===== config.mk =====
export PLATFORM = sky130hd
export DESIGN_NAME = rotary_encoder_button_interface_unit
export DESIGN_NICKNAME = d
export VERILOG_FILES = /design/src/hw/rtl/reb_pkg.sv /design/src/hw/rtl/reb_cfg.sv /design/src/hw/rtl/reb_core.sv /design/src/hw/rtl/rotary_encoder_button_interface_unit.sv
export VERILOG_INCLUDE_DIRS = /design/src /design/src/hw/rtl
export SDC_FILE = /design/constraint.sdc
export NUM_CORES = 1
export LEC_CHECK = 0
export ABC_AREA = 1
export BUFFER_PORTS_ARGS = -buffer_cell sky130_fd_sc_hd__clkbuf_2
export CORE_MARGIN = 2
export CORE_UTILIZATION = 52
export CTS_CLUSTER_DIAMETER = 100
export CTS_CLUSTER_SIZE = 16
export DETAILED_ROUTE_END_ITERATION = 10
export PLACE_DENSITY = 0.72
export SLEW_MARGIN = 20
export SYNTH_ARGS = -nofsm -noshare
export SYNTH_HDL_FRONTEND = slang
export SYNTH_HIERARCHICAL = 1
export SYNTH_SLANG_ARGS = --single-unit

===== constraint.sdc =====
create_clock -name clk -period 9.5 [get_ports clk]
set_input_delay 0 -clock clk [delete_from_list [all_inputs] [get_ports clk]]
set_output_delay 0 -clock clk [all_outputs]
set_load 0.03 [all_outputs]

===== src/hw/rtl/rotary_encoder_button_interface_unit_macros.svh =====
// ----------------------------------------------------------------------------
// Rotary encoder button interface - assertion macros
// Concurrent assertion wrappers on clk / arst_n, empty for synthesis.
// ----------------------------------------------------------------------------
`ifndef ROTARY_ENCODER_BUTTON_INTERFACE_UNIT_MACROS_SVH
`define ROTARY_ENCODER_BUTTON_INTERFACE_UNIT_MACROS_SVH

`ifndef SYNTHESIS
`define REB_ASSERT_SAME(label, ante, cons) \
	label: assert property (@(posedge clk) disable iff (!arst_n) (ante) |-> (cons)) \
		else $error("assertion failed");
`define REB_ASSERT_NEXT(label, ante, cons) \
	label: assert property (@(posedge clk) disable iff (!arst_n) (ante) |=> (cons)) \
		else $error("assertion failed");
`else
`define REB_ASSERT_SAME(label, ante, cons)
`define REB_ASSERT_NEXT(label, ante, cons)
`endif

`endif


===== src/hw/rtl/reb_pkg.sv =====
// ----------------------------------------------------------------------------
// Rotary encoder button interface - package
// Beat types, configuration codes and reset values.
// ----------------------------------------------------------------------------
package reb_pkg;

	localparam int OFFSET_WIDTH_DEF = 16;
	localparam int TIME_WIDTH_DEF   = 32;
	localparam int CFG_IDX_W        = 2;
	localparam int CFG_DATA_W       = 16;

	localparam logic [15:0] SPM_RST     = 16'd1000;
	localparam logic [7:0]  CHECKS_RST  = 8'd5;
	localparam logic [15:0] LOCKOUT_RST = 16'd5;
	localparam logic [15:0] HOLD_RST    = 16'd500;

	typedef enum logic [CFG_IDX_W-1:0] {
		CFG_SAMPLES_PER_MS,
		CFG_DEBOUNCE_CHECKS,
		CFG_LOCKOUT_MS,
		CFG_HOLD_THRESHOLD_MS
	} cfg_reg_t;

	typedef struct packed {
		logic [15:0] samples_per_ms;
		logic [7:0]  debounce_checks;
		logic [15:0] lockout_ms;
		logic [15:0] hold_threshold_ms;
	} cfg_t;

	typedef struct packed {
		logic chan_a;
		logic chan_b;
		logic button_level;
		logic clear_offset;
		logic clear_clicks;
	} in_t;

	typedef struct packed {
		logic signed [15:0] knob_offset;
		logic               knob_changed;
		logic [15:0]        click_count;
		logic               button_down;
		logic               hold_active;
		logic [31:0]        held_ms;
	} out_t;

endpackage


===== src/hw/rtl/reb_cfg.sv =====
// ----------------------------------------------------------------------------
// Rotary encoder button interface - configuration registers
// Decodes the write port into the four setting registers.
// ----------------------------------------------------------------------------
module reb_cfg
	import reb_pkg::*;
(
	input  logic                  clk,
	input  logic                  arst_n,
	input  logic                  cfg_we,
	input  logic [CFG_IDX_W-1:0]  cfg_index,
	input  logic [CFG_DATA_W-1:0] cfg_data,
	output cfg_t                  cfg
);

	cfg_t cfg_q;

	always_ff @(posedge clk or negedge arst_n) begin
		if (!arst_n) begin
			cfg_q.samples_per_ms    <= SPM_RST;
			cfg_q.debounce_checks   <= CHECKS_RST;
			cfg_q.lockout_ms        <= LOCKOUT_RST;
			cfg_q.hold_threshold_ms <= HOLD_RST;
		end else if (cfg_we) begin
			unique case (cfg_reg_t'(cfg_index))
				CFG_SAMPLES_PER_MS:    cfg_q.samples_per_ms    <= cfg_data;
				CFG_DEBOUNCE_CHECKS:   cfg_q.debounce_checks   <= cfg_data[7:0];
				CFG_LOCKOUT_MS:        cfg_q.lockout_ms        <= cfg_data;
				CFG_HOLD_THRESHOLD_MS: cfg_q.hold_threshold_ms <= cfg_data;
				default:               cfg_q <= cfg_q;
			endcase
		end
	end

	assign cfg = cfg_q;

endmodule


===== src/hw/rtl/reb_core.sv =====
// ----------------------------------------------------------------------------
// Rotary encoder button interface - state core
// Holds knob, button and timer state; reports it and steps it once per beat.
// ----------------------------------------------------------------------------
`include "rotary_encoder_button_interface_unit_macros.svh"

module reb_core
	import reb_pkg::*;
#(
	parameter int OFFSET_WIDTH = OFFSET_WIDTH_DEF,
	parameter int TIME_WIDTH   = TIME_WIDTH_DEF
) (
	input  logic clk,
	input  logic arst_n,
	input  logic fire,
	input  in_t  item,
	input  cfg_t cfg,
	output out_t result
);

	localparam logic signed [OFFSET_WIDTH-1:0] OFF_MAX = {1'b0, {(OFFSET_WIDTH-1){1'b1}}};
	localparam logic signed [OFFSET_WIDTH-1:0] OFF_MIN = {1'b1, {(OFFSET_WIDTH-1){1'b0}}};
	localparam logic signed [OFFSET_WIDTH-1:0] OFF_ONE = OFFSET_WIDTH'(1);
	localparam logic [TIME_WIDTH-1:0]          T_MAX   = '1;
	localparam logic [TIME_WIDTH-1:0]          T_ONE   = TIME_WIDTH'(1);

	logic signed [OFFSET_WIDTH-1:0] off_q, off_d;
	logic                           chg_q, chg_d;
	logic [15:0]                    clicks_q, clicks_d;
	logic                           pressed_q, pressed_d;
	logic [TIME_WIDTH-1:0]          press_q, press_d;
	logic [TIME_WIDTH-1:0]          last_hold_q, last_hold_d;
	logic [TIME_WIDTH-1:0]          since_q, since_d;
	logic [15:0]                    pre_q, pre_d;
	logic                           busy_q, busy_d;
	logic                           dir_q, dir_d;
	logic [7:0]                     left_q, left_d;
	logic [1:0]                     prev_q, prev_d;

	logic [15:0]           spm_eff;
	logic                  tick;
	logic                  accept;
	logic                  acc_dir;
	logic                  ok;
	logic                  fa;
	logic                  fb;
	logic [TIME_WIDTH-1:0] hold_ext;

	assign spm_eff  = (cfg.samples_per_ms == '0) ? 16'd1 : cfg.samples_per_ms;
	assign tick     = ({1'b0, pre_q} + 17'd1) >= {1'b0, spm_eff};
	assign hold_ext = TIME_WIDTH'(cfg.hold_threshold_ms);

	always_comb begin
		pre_d       = tick ? '0 : pre_q + 16'd1;
		since_d     = since_q;
		press_d     = press_q;
		if (tick) begin
			since_d = (since_q == T_MAX) ? since_q : since_q + T_ONE;
			if (pressed_q)
				press_d = (press_q == T_MAX) ? press_q : press_q + T_ONE;
		end

		off_d       = item.clear_offset ? '0 : off_q;
		chg_d       = item.clear_offset ? 1'b0 : chg_q;
		clicks_d    = item.clear_clicks ? '0 : clicks_q;

		busy_d      = busy_q;
		dir_d       = dir_q;
		left_d      = left_q;
		accept      = 1'b0;
		acc_dir     = dir_q;
		ok          = dir_q ? (!item.chan_b && item.chan_a) : (!item.chan_a && item.chan_b);
		fa          = prev_q[0] && !item.chan_a;
		fb          = prev_q[1] && !item.chan_b;

		if (busy_q) begin
			if (!ok) begin
				busy_d = 1'b0;
			end else begin
				left_d = left_q - 8'd1;
				if (left_d == '0)
					accept = 1'b1;
			end
		end else if (since_d >= TIME_WIDTH'(cfg.lockout_ms)) begin
			if (fa || fb) begin
				dir_d   = !fa;
				acc_dir = !fa;
				if (cfg.debounce_checks == '0) begin
					accept = 1'b1;
				end else begin
					busy_d = 1'b1;
					left_d = cfg.debounce_checks;
				end
			end
		end

		if (accept) begin
			if (acc_dir) begin
				if (off_d != OFF_MIN)
					off_d = off_d - OFF_ONE;
			end else begin
				if (off_d != OFF_MAX)
					off_d = off_d + OFF_ONE;
			end
			chg_d   = 1'b1;
			since_d = '0;
			busy_d  = 1'b0;
		end

		pressed_d   = pressed_q;
		last_hold_d = last_hold_q;
		if (!item.button_level && !pressed_q) begin
			pressed_d = 1'b1;
			press_d   = '0;
		end else if (item.button_level && pressed_q) begin
			pressed_d = 1'b0;
			if (press_d < hold_ext) begin
				if (clicks_d != 16'hFFFF)
					clicks_d = clicks_d + 16'd1;
			end else begin
				last_hold_d = press_d;
			end
		end

		prev_d = {item.chan_b, item.chan_a};
	end

	always_ff @(posedge clk or negedge arst_n) begin
		if (!arst_n) begin
			off_q       <= '0;
			chg_q       <= 1'b0;
			clicks_q    <= '0;
			pressed_q   <= 1'b0;
			press_q     <= '0;
			last_hold_q <= '0;
			since_q     <= '0;
			pre_q       <= '0;
			busy_q      <= 1'b0;
			dir_q       <= 1'b0;
			left_q      <= '0;
			prev_q      <= 2'b11;
		end else if (fire) begin
			off_q       <= off_d;
			chg_q       <= chg_d;
			clicks_q    <= clicks_d;
			pressed_q   <= pressed_d;
			press_q     <= press_d;
			last_hold_q <= last_hold_d;
			since_q     <= since_d;
			pre_q       <= pre_d;
			busy_q      <= busy_d;
			dir_q       <= dir_d;
			left_q      <= left_d;
			prev_q      <= prev_d;
		end
	end

	always_comb begin
		result.knob_offset  = 16'(off_q);
		result.knob_changed = chg_q;
		result.click_count  = clicks_q;
		result.button_down  = pressed_q;
		result.hold_active  = pressed_q && (press_q >= hold_ext);
		result.held_ms      = pressed_q ? 32'(press_q) : 32'(last_hold_q);
	end

	`REB_ASSERT_SAME(a_busy_has_checks, busy_q, left_q != '0)
	`REB_ASSERT_NEXT(a_clear_offset, fire && item.clear_offset, off_q == '0 || chg_q)
	`REB_ASSERT_NEXT(a_press_start, fire && !pressed_q && !item.button_level,
		pressed_q && press_q == '0)

endmodule


===== src/hw/rtl/rotary_encoder_button_interface_unit.sv =====
// ----------------------------------------------------------------------------
// Rotary encoder button interface - top level
// Debounced knob detents and click/hold classification, one sample per beat.
// ----------------------------------------------------------------------------
// One sample beat is accepted every cycle unless the output stalls. A beat
// lands in the input register, the state core reports the state as it stood
// before that sample and steps it in the same cycle, and the report appears
// in the output register; the input and result registers sit around the
// single-pass state update. Both registers advance together, so a full
// output register that is being taken still lets a new beat in.
module rotary_encoder_button_interface_unit
	import reb_pkg::*;
#(
	parameter int OFFSET_WIDTH = OFFSET_WIDTH_DEF,
	parameter int TIME_WIDTH   = TIME_WIDTH_DEF
) (
	input  logic                  clk,
	input  logic                  arst_n,
	input  logic                  in_valid,
	output logic                  in_ready,
	input  in_t                   in_data,
	output logic                  out_valid,
	input  logic                  out_ready,
	output out_t                  out_data,
	input  logic                  cfg_we,
	input  logic [CFG_IDX_W-1:0]  cfg_index,
	input  logic [CFG_DATA_W-1:0] cfg_data
);

	cfg_t cfg;
	out_t result;
	in_t  item_s1;
	out_t out_s2;
	logic valid_s1;
	logic valid_s2;
	logic advance;

	reb_cfg u_cfg (
		.clk       (clk),
		.arst_n    (arst_n),
		.cfg_we    (cfg_we),
		.cfg_index (cfg_index),
		.cfg_data  (cfg_data),
		.cfg       (cfg)
	);

	reb_core #(
		.OFFSET_WIDTH (OFFSET_WIDTH),
		.TIME_WIDTH   (TIME_WIDTH)
	) u_core (
		.clk    (clk),
		.arst_n (arst_n),
		.fire   (advance),
		.item   (item_s1),
		.cfg    (cfg),
		.result (result)
	);

	assign advance  = valid_s1 && (!valid_s2 || out_ready);
	assign in_ready = !valid_s1 || advance;

	always_ff @(posedge clk or negedge arst_n) begin
		if (!arst_n) begin
			valid_s1 <= 1'b0;
			valid_s2 <= 1'b0;
		end else begin
			if (in_valid && in_ready)
				valid_s1 <= 1'b1;
			else if (advance)
				valid_s1 <= 1'b0;
			if (advance)
				valid_s2 <= 1'b1;
			else if (out_ready)
				valid_s2 <= 1'b0;
		end
	end

	always_ff @(posedge clk) begin
		if (in_valid && in_ready)
			item_s1 <= in_data;
		if (advance)
			out_s2 <= result;
	end

	assign out_valid = valid_s2;
	assign out_data  = out_s2;

endmodule

==> results.py, run 1 <==
metrics = {
    "place": {
        "dpl_worst_slack_ns": 2.17,
        "placedInstanceArea_sq_um": 18000,
        "hpwl_um": 30900,
        "place_congestion": 0.916,
        "port_buffers": 96,
    },
    "sta": {
        "skew_ns": 0.0144,
        "hold_viol": 0,
        "max_slew.worst_pin.slew_ns": 0.924,
        "relSlewSlack_pct": 38.0,
        "slew_viol_final": 0,
        "finalCritPeriodShare_pct": 78.6,
        "tns_ns": 0,
        "min_period_ns": 7.47,
        "rsz0062_at_grt": "false",
        "setup_viol": 0,
        "finalWorstSetupSlack_ns": 2.03,
        "fmax_mhz": 134,
    },
    "layout": {
        "layout.nets": 2459,
        "drive_above_1_share_pct": 7.85,
        "fillers": 3092,
        "multiInputGateArea_sq_um": 8200,
        "fin_area_sq_um": 18900,
        "diodes": 0,
        "final-seq-area_sq_um": 7590,
        "layout-area-overhead-vs-synth_pct": 8.84,
    },
    "clocking": {
        "clkTransAtPathRegs_ns": 0.08,
        "clkLatencyLatePin_ns": 0.53,
        "cts_max_level": 1,
        "cts.sinks": 288,
        "ctsResizeCount": 0,
        "cts_root_buffer": "clkbuf_16",
        "cts_tree": "done",
        "cts_buffers": 21,
        "clockBufferDepth": 3,
    },
    "routing": {
        "routed-via-count": 15300,
        "dr.pass1.iters": 8,
        "viasPerCell": 5.44,
        "routed_wl_um": 43700,
        "drcViolationCount": 0,
        "wire_per_inst_um": 15.5,
        "postRouteAntennaNets": 0,
        "dr.first_iter.drc_count": 1237,
    },
    "yosys": {
        "synth_warnings": 6,
        "seq_area_frac_synth_pct": 43.8,
        "synth_area_sq_um": 17300,
        "synth-seq-cells": 288,
        "synth_edf_count": 72,
        "syn_inst": 2282,
        "syn_avg_cell_area_sq_um": 7.60,
        "synth_nets": 2384,
        "async_reset_ff_share_pct": 75.0,
        "synth_flop_cell": "dfrtp_1",
        "ys_types": 53,
    },
    "grt": {
        "met2_usage_pct": 40.2,
        "grt_pass1_vias": 14600,
        "use_met3_pct": 3.05,
        "grt_usage_pct": 25.3,
        "met1_usage_pct": 36.5,
        "grt_pass1_wl_um": 73700,
        "overflow": 0,
        "grt_max_degree": 182,
        "grt_busiest_layer": "met2",
        "antenna_found_initial": 0,
    },
    "setup_path": {
        "r2r_end": "u_core/off_q[1]",
        "cp-start-kind": "flop",
        "crit_path_end_kind": "flop",
        "worstPathRequired_ns": 9.92,
        "r2r_start": "u_core/pre_q[2]",
        "r2r_cells": 40,
        "cp_slowest_cell": "inv_1",
        "reg2reg_slack_ns": 2.03,
        "crit_type": "reg2reg",
        "cpMostUsedCell": "nand2_1",
        "critPathMaxFanout": 54,
        "cp_slowest_stage_delay_ns": 0.82,
        "crit_arrival_ns": 7.89,
    },
    "floorplan": {
        "die_area_sq_um": 34800,
        "initial_core_util_pct": 53.0,
        "die_h_um": 187,
        "core_sq_um": 32700,
        "ioPinCount": 97,
        "fp.dieW_um": 187,
        "fp-row-count": 66,
    },
    "power_and_ir_drop": {
        "ir_worst_vdd_mv": 0.116,
        "leakagePower_nw": 8.84,
        "powerDensity_nw_per_um2": 190,
        "finalPower_mw": 3.59,
    },
    "status": {
        "run_status": "finished clean",
    },
    "job": {
        "drv_cap": 0,
    },
    "worst_hold_path": {
        "worstHoldPathType": "in2async",
    },
}
sequential cells by signal, summed over array words and instances, names as in the netlist, 5 cells and up:
name	count
u_cfg/cfg	56
out_data	67
item_s1	5
u_core/pre_q	16
u_core/off_q	16
u_core/last_hold_q	32
u_core/left_q	8
u_core/since_q	32
u_core/press_q	32
u_core/clicks_q	16
kinds of logic (layout without fill, tap and decap cells):
family,after synthesis,in the layout,share of synthesized area [%]
xor+xnor,63,63,3.18
simple gates,1229,1229,30.6
fa+ha+maj,74,74,5.34
buf+inv,380,468,9.02
flops,288,288,43.8
mux,3,3,0.173
compound gates,245,245,7.89
where the power goes:
group | switching, mW | internal [mW] | total [mW]
clock network | 0.437 | 0.416 | 0.853
registers | 0.142 | 1.48 | 1.62
logic | 0.772 | 0.344 | 1.12
total | 1.35 | 2.24 | 3.59
cell usage in the layout (no fill, tap or decap), types with 8 or more instances in the layout:
master and count:
a21oi_1 24, clkbuf_1 15, clkbuf_16 21, clkbuf_2 95, dfrtp_1 198, dfstp_2 18, dlygate4sd3_1 25, edfxtp_1 72
ha_1 74, inv_1 294, nand2_1 667, nand3_1 168, nand3b_1 10, nand4_1 78, nor2_1 229, nor3_1 33
nor4_1 11, o21ai_0 124, o21ai_1 29, o22ai_1 38, o31ai_1 8, xor2_1 57
critical path: cells and delay by family, from the launching register on:
kind                       cells  cell delay (ns)
xor gates and xnor gates       2             0.43
and+or+nand+nor               29             4.64
buffers and inverters          6             1.12
DFF                            1             0.40
AOI/OAI and AO/OA              1             0.15
adders and majority gates      2             0.58
synth_stat cells (all sizes together), types with 34 or more instances:
cell / number / area, sq um
edfxtp: 72 / 2160
nor2: 239 / 966
nand3: 176 / 928
nand2: 674 / 2570
xor2: 57 / 499
nor3: 34 / 175
clkbuf: 40 / 150
buf: 37 / 277
o21ai: 153 / 766
inv: 301 / 1130
o22ai: 38 / 238
ha: 74 / 926
nand4: 78 / 488
dfrtp: 198 / 4950
final cells by class:
type	instances	area share [%]
flip-flops and latches	288	40.2
well taps	442	2.93
multi-input cells	1614	43.4
inverters	303	6.03
repair buffers	129	4.31
clock buffers	36	3.08
routing by layer:
layer / part of all wire, % / up-vias
li1: - / 7553
met1: 47 / 7182
met2: 45 / 479
met3: 5.9 / 86
met4: 2.4 / 0
met5: 0 / -
worst max path at each step:
stage,end,slack [ns],startpoint
2_1_floorplan,u_core/last_hold_q[2],2.68,out_valid
3_3_place_gp,u_core/off_q[1],2.46,u_core/pre_q[2]
3_5_place_dp,u_core/off_q[1],2.17,u_core/pre_q[2]
4_1_cts,u_core/off_q[1],2.16,u_core/pre_q[2]
5_1_grt,u_core/off_q[9],1.16,u_core/pre_q[2]
6_report,u_core/off_q[1],2.03,u_core/pre_q[2]
what timing repair did:
action | CTS | global route
hold buffers | 25 | 0
endpoints found under the setup margin | 0 | 0
setup buffers | 0 | 0
endpoints found under the hold margin | 150 | 0
metrics by stage:
step | util [%] | hold slack (ns) | std cells
after floorplan | - | -0.296 | 2282
after global placement | 55.2 | 0.0706 | 2751
after detailed placement | 55.2 | 0.0726 | 2751
after CTS | 57.7 | 0.0377 | 2812
after global routing | 57.7 | 0.104 | 2812
final | 57.7 | 0.0844 | 2812
(Power assumes the default switching activity.)
==> inputs of run 2 (changes only) <==
- clock period: 9.5 -> 6.89 ns (I/O delays scaled with it)
==> run 2 against run 1 <==
- register-to-register slack worse by 1.5 ns
- die area unchanged
- highest routed layer unchanged
- critical path type unchanged
- critical path depth unchanged
- setup slack worse by 1.5 ns
- power up 38%
- cell area up 0.24%
==> results.py, run 2 (same netlist as run 1, synthesis figures left out) <==
metrics = {
    "power_and_ir_drop": {
        "clockPowerShare_pct": 23.4,
        "leakagePower_nw": 8.86,
        "finalPower_mw": 4.95,
        "powerDensity_nw_per_um2": 262,
        "internal_power_mw": 3.10,
        "p_seq_share_pct": 45.2,
        "p_sw_mw": 1.85,
        "swShare_pct": 37.4,
        "pwr-share-comb_pct": 31.4,
        "ir_worst_vdd_mv": 0.157,
    },
    "sta": {
        "setup_viol": 0,
        "max_slew.worst_pin.slew_ns": 0.974,
        "min_period_ns": 6.33,
        "slew_viol_final": 0,
        "skew_ns": 0.0167,
        "finalCritPeriodShare_pct": 91.8,
        "fmax_mhz": 158,
        "finalWorstSetupSlack_ns": 0.562,
        "relSlewSlack_pct": 35.1,
        "holdWs_ns": 0.0592,
        "hold_viol": 0,
    },
    "layout": {
        "fin_cells": 2816,
        "layout-area-overhead-vs-synth_pct": 9.11,
        "diodes": 0,
        "drive_above_1_share_pct": 8.17,
        "final_cell_mix": "nand2_1, inv_1, nor2_1, dfrtp_1, nand3_1",
        "layout.nets": 2464,
        "largest_reg_flops": 67,
        "fin_area_sq_um": 18900,
        "layout_commonest_cell": "nand2_1",
    },
    "grt": {
        "grt_max_degree": 182,
        "antenna_found_initial": 0,
        "overflow": 0,
        "grt_pass1_vias": 14600,
        "grt_pass1_wl_um": 72400,
        "grt_usage_pct": 24.8,
    },
    "job": {
        "drv_cap": 0,
    },
    "place": {
        "dpl_worst_slack_ns": 0.364,
        "place_congestion": 0.927,
        "dp.cells": 2756,
        "port_buffers": 96,
        "hpwl_um": 30800,
        "placedInstanceArea_sq_um": 18100,
    },
    "routing": {
        "viasPerCell": 5.42,
        "routed-via-count": 15300,
        "routed_wl_um": 43100,
        "drcViolationCount": 0,
        "wire_per_inst_um": 15.3,
        "postRouteAntennaNets": 0,
        "dr.first_iter.drc_count": 1391,
        "dr.pass1.iters": 6,
    },
    "clocking": {
        "cts_root_buffer": "clkbuf_16",
        "cts_setup_buffers": 0,
        "clkTransAtPathRegs_ns": 0.08,
        "cts_tree": "done",
        "cts_buffers": 21,
        "clkLatencyLatePin_ns": 0.53,
        "cts_max_level": 1,
        "clockBufferDepth": 3,
        "cts.sinks": 288,
    },
    "setup_path": {
        "r2r_end": "u_core/off_q[8]",
        "cpMostUsedCell": "nand2_1",
        "crit_arrival_ns": 6.75,
        "worstPathRequired_ns": 7.31,
        "cp-start-kind": "flop",
        "setup.worst_path.end": "u_core/off_q[8]",
        "critPathMaxFanout": 20,
        "cp_slowest_cell": "dfrtp_1",
        "r2r_cells": 40,
        "r2r_start": "u_core/pre_q[2]",
        "startpoint": "u_core/pre_q[2]",
        "cp_slowest_stage_delay_ns": 0.41,
        "crit_type": "reg2reg",
        "crit_path_end_kind": "flop",
        "reg2reg_slack_ns": 0.56,
    },
    "floorplan": {
        "core_sq_um": 32700,
        "die_area_sq_um": 34800,
        "fp.dieW_um": 187,
        "ioPinCount": 97,
        "fp-row-count": 66,
        "die_h_um": 187,
        "initial_core_util_pct": 53.0,
    },
    "worst_hold_path": {
        "worstHoldPathType": "in2async",
    },
    "status": {
        "run_status": "finished clean",
    },
}
## run 2: worst max-delay path, delay by kind of cell, from the launching register on
family	cells	cell delay, ns
AO/OA/AOI/OAI	4	0.61
adder cells (fa/ha/maj)	2	0.54
XOR/XNOR	1	0.22
flip-flops	1	0.41
buffers and inverters	5	0.53
AND/OR/NAND/NOR	28	3.88
## run 2: final cells by class
class                           instances  area, sq um
Sequential cell                       288         7590
Fill cell                            3055        13800
Tap cell                              442          553
Timing Repair Buffer                  134          851
Inverter                              303         1140
Clock buffer                           35          578
Multi-Input combinational cell       1614         8210
## run 2: power groups by stage
stage          Combinational [mW]  Sequential [mW]  Clock, mW
5_1_grt                      1.76             2.28       1.26
3_5_place_dp                 1.53             2.27          0
3_3_place_gp                 1.48             2.26          0
6_report                     1.56             2.24       1.16
4_1_cts                      1.55             2.24       1.19
2_1_floorplan                1.09             2.32          0
## run 2: how the worst min path moves through the flow
stage / endpoint / cells past startpoint / slack (ns)
floorplan: out_valid / 0 / -0.30
global route: u_core/left_q[1] / 2 / 0.1
global placement: u_core/left_q[3] / 1 / 0.03
CTS: u_cfg/cfg[47] / 4 / 0.04
finish: u_core/left_q[3] / 2 / 0.06
detailed placement: u_core/left_q[1] / 1 / 0.04
## run 2: timing repair
| action | 4_1_cts | 5_1_grt |
|---|---|---|
| resized for setup | 0 | 3 |
| endpoints found under the hold margin | 140 | 0 |
| hold buffers | 25 | 0 |
| setup endpoints to repair | 0 | 68 |
## run 2: routing by layer
| metal | routed length (um) | GRT usage (%) |
|---|---|---|
| met5 | 0 | 0 |
| met4 | 645 | 4.95 |
| met3 | 2380 | 2.52 |
| met2 | 19400 | 40.1 |
| met1 | 20700 | 36.3 |
## run 2: per-stage QoR
step	util [%]	TNS, ns
CTS	57.8	0
floorplan	-	0
finish	57.9	0
global placement	55.3	0
global route	57.9	-0.119
detailed placement	55.3	0
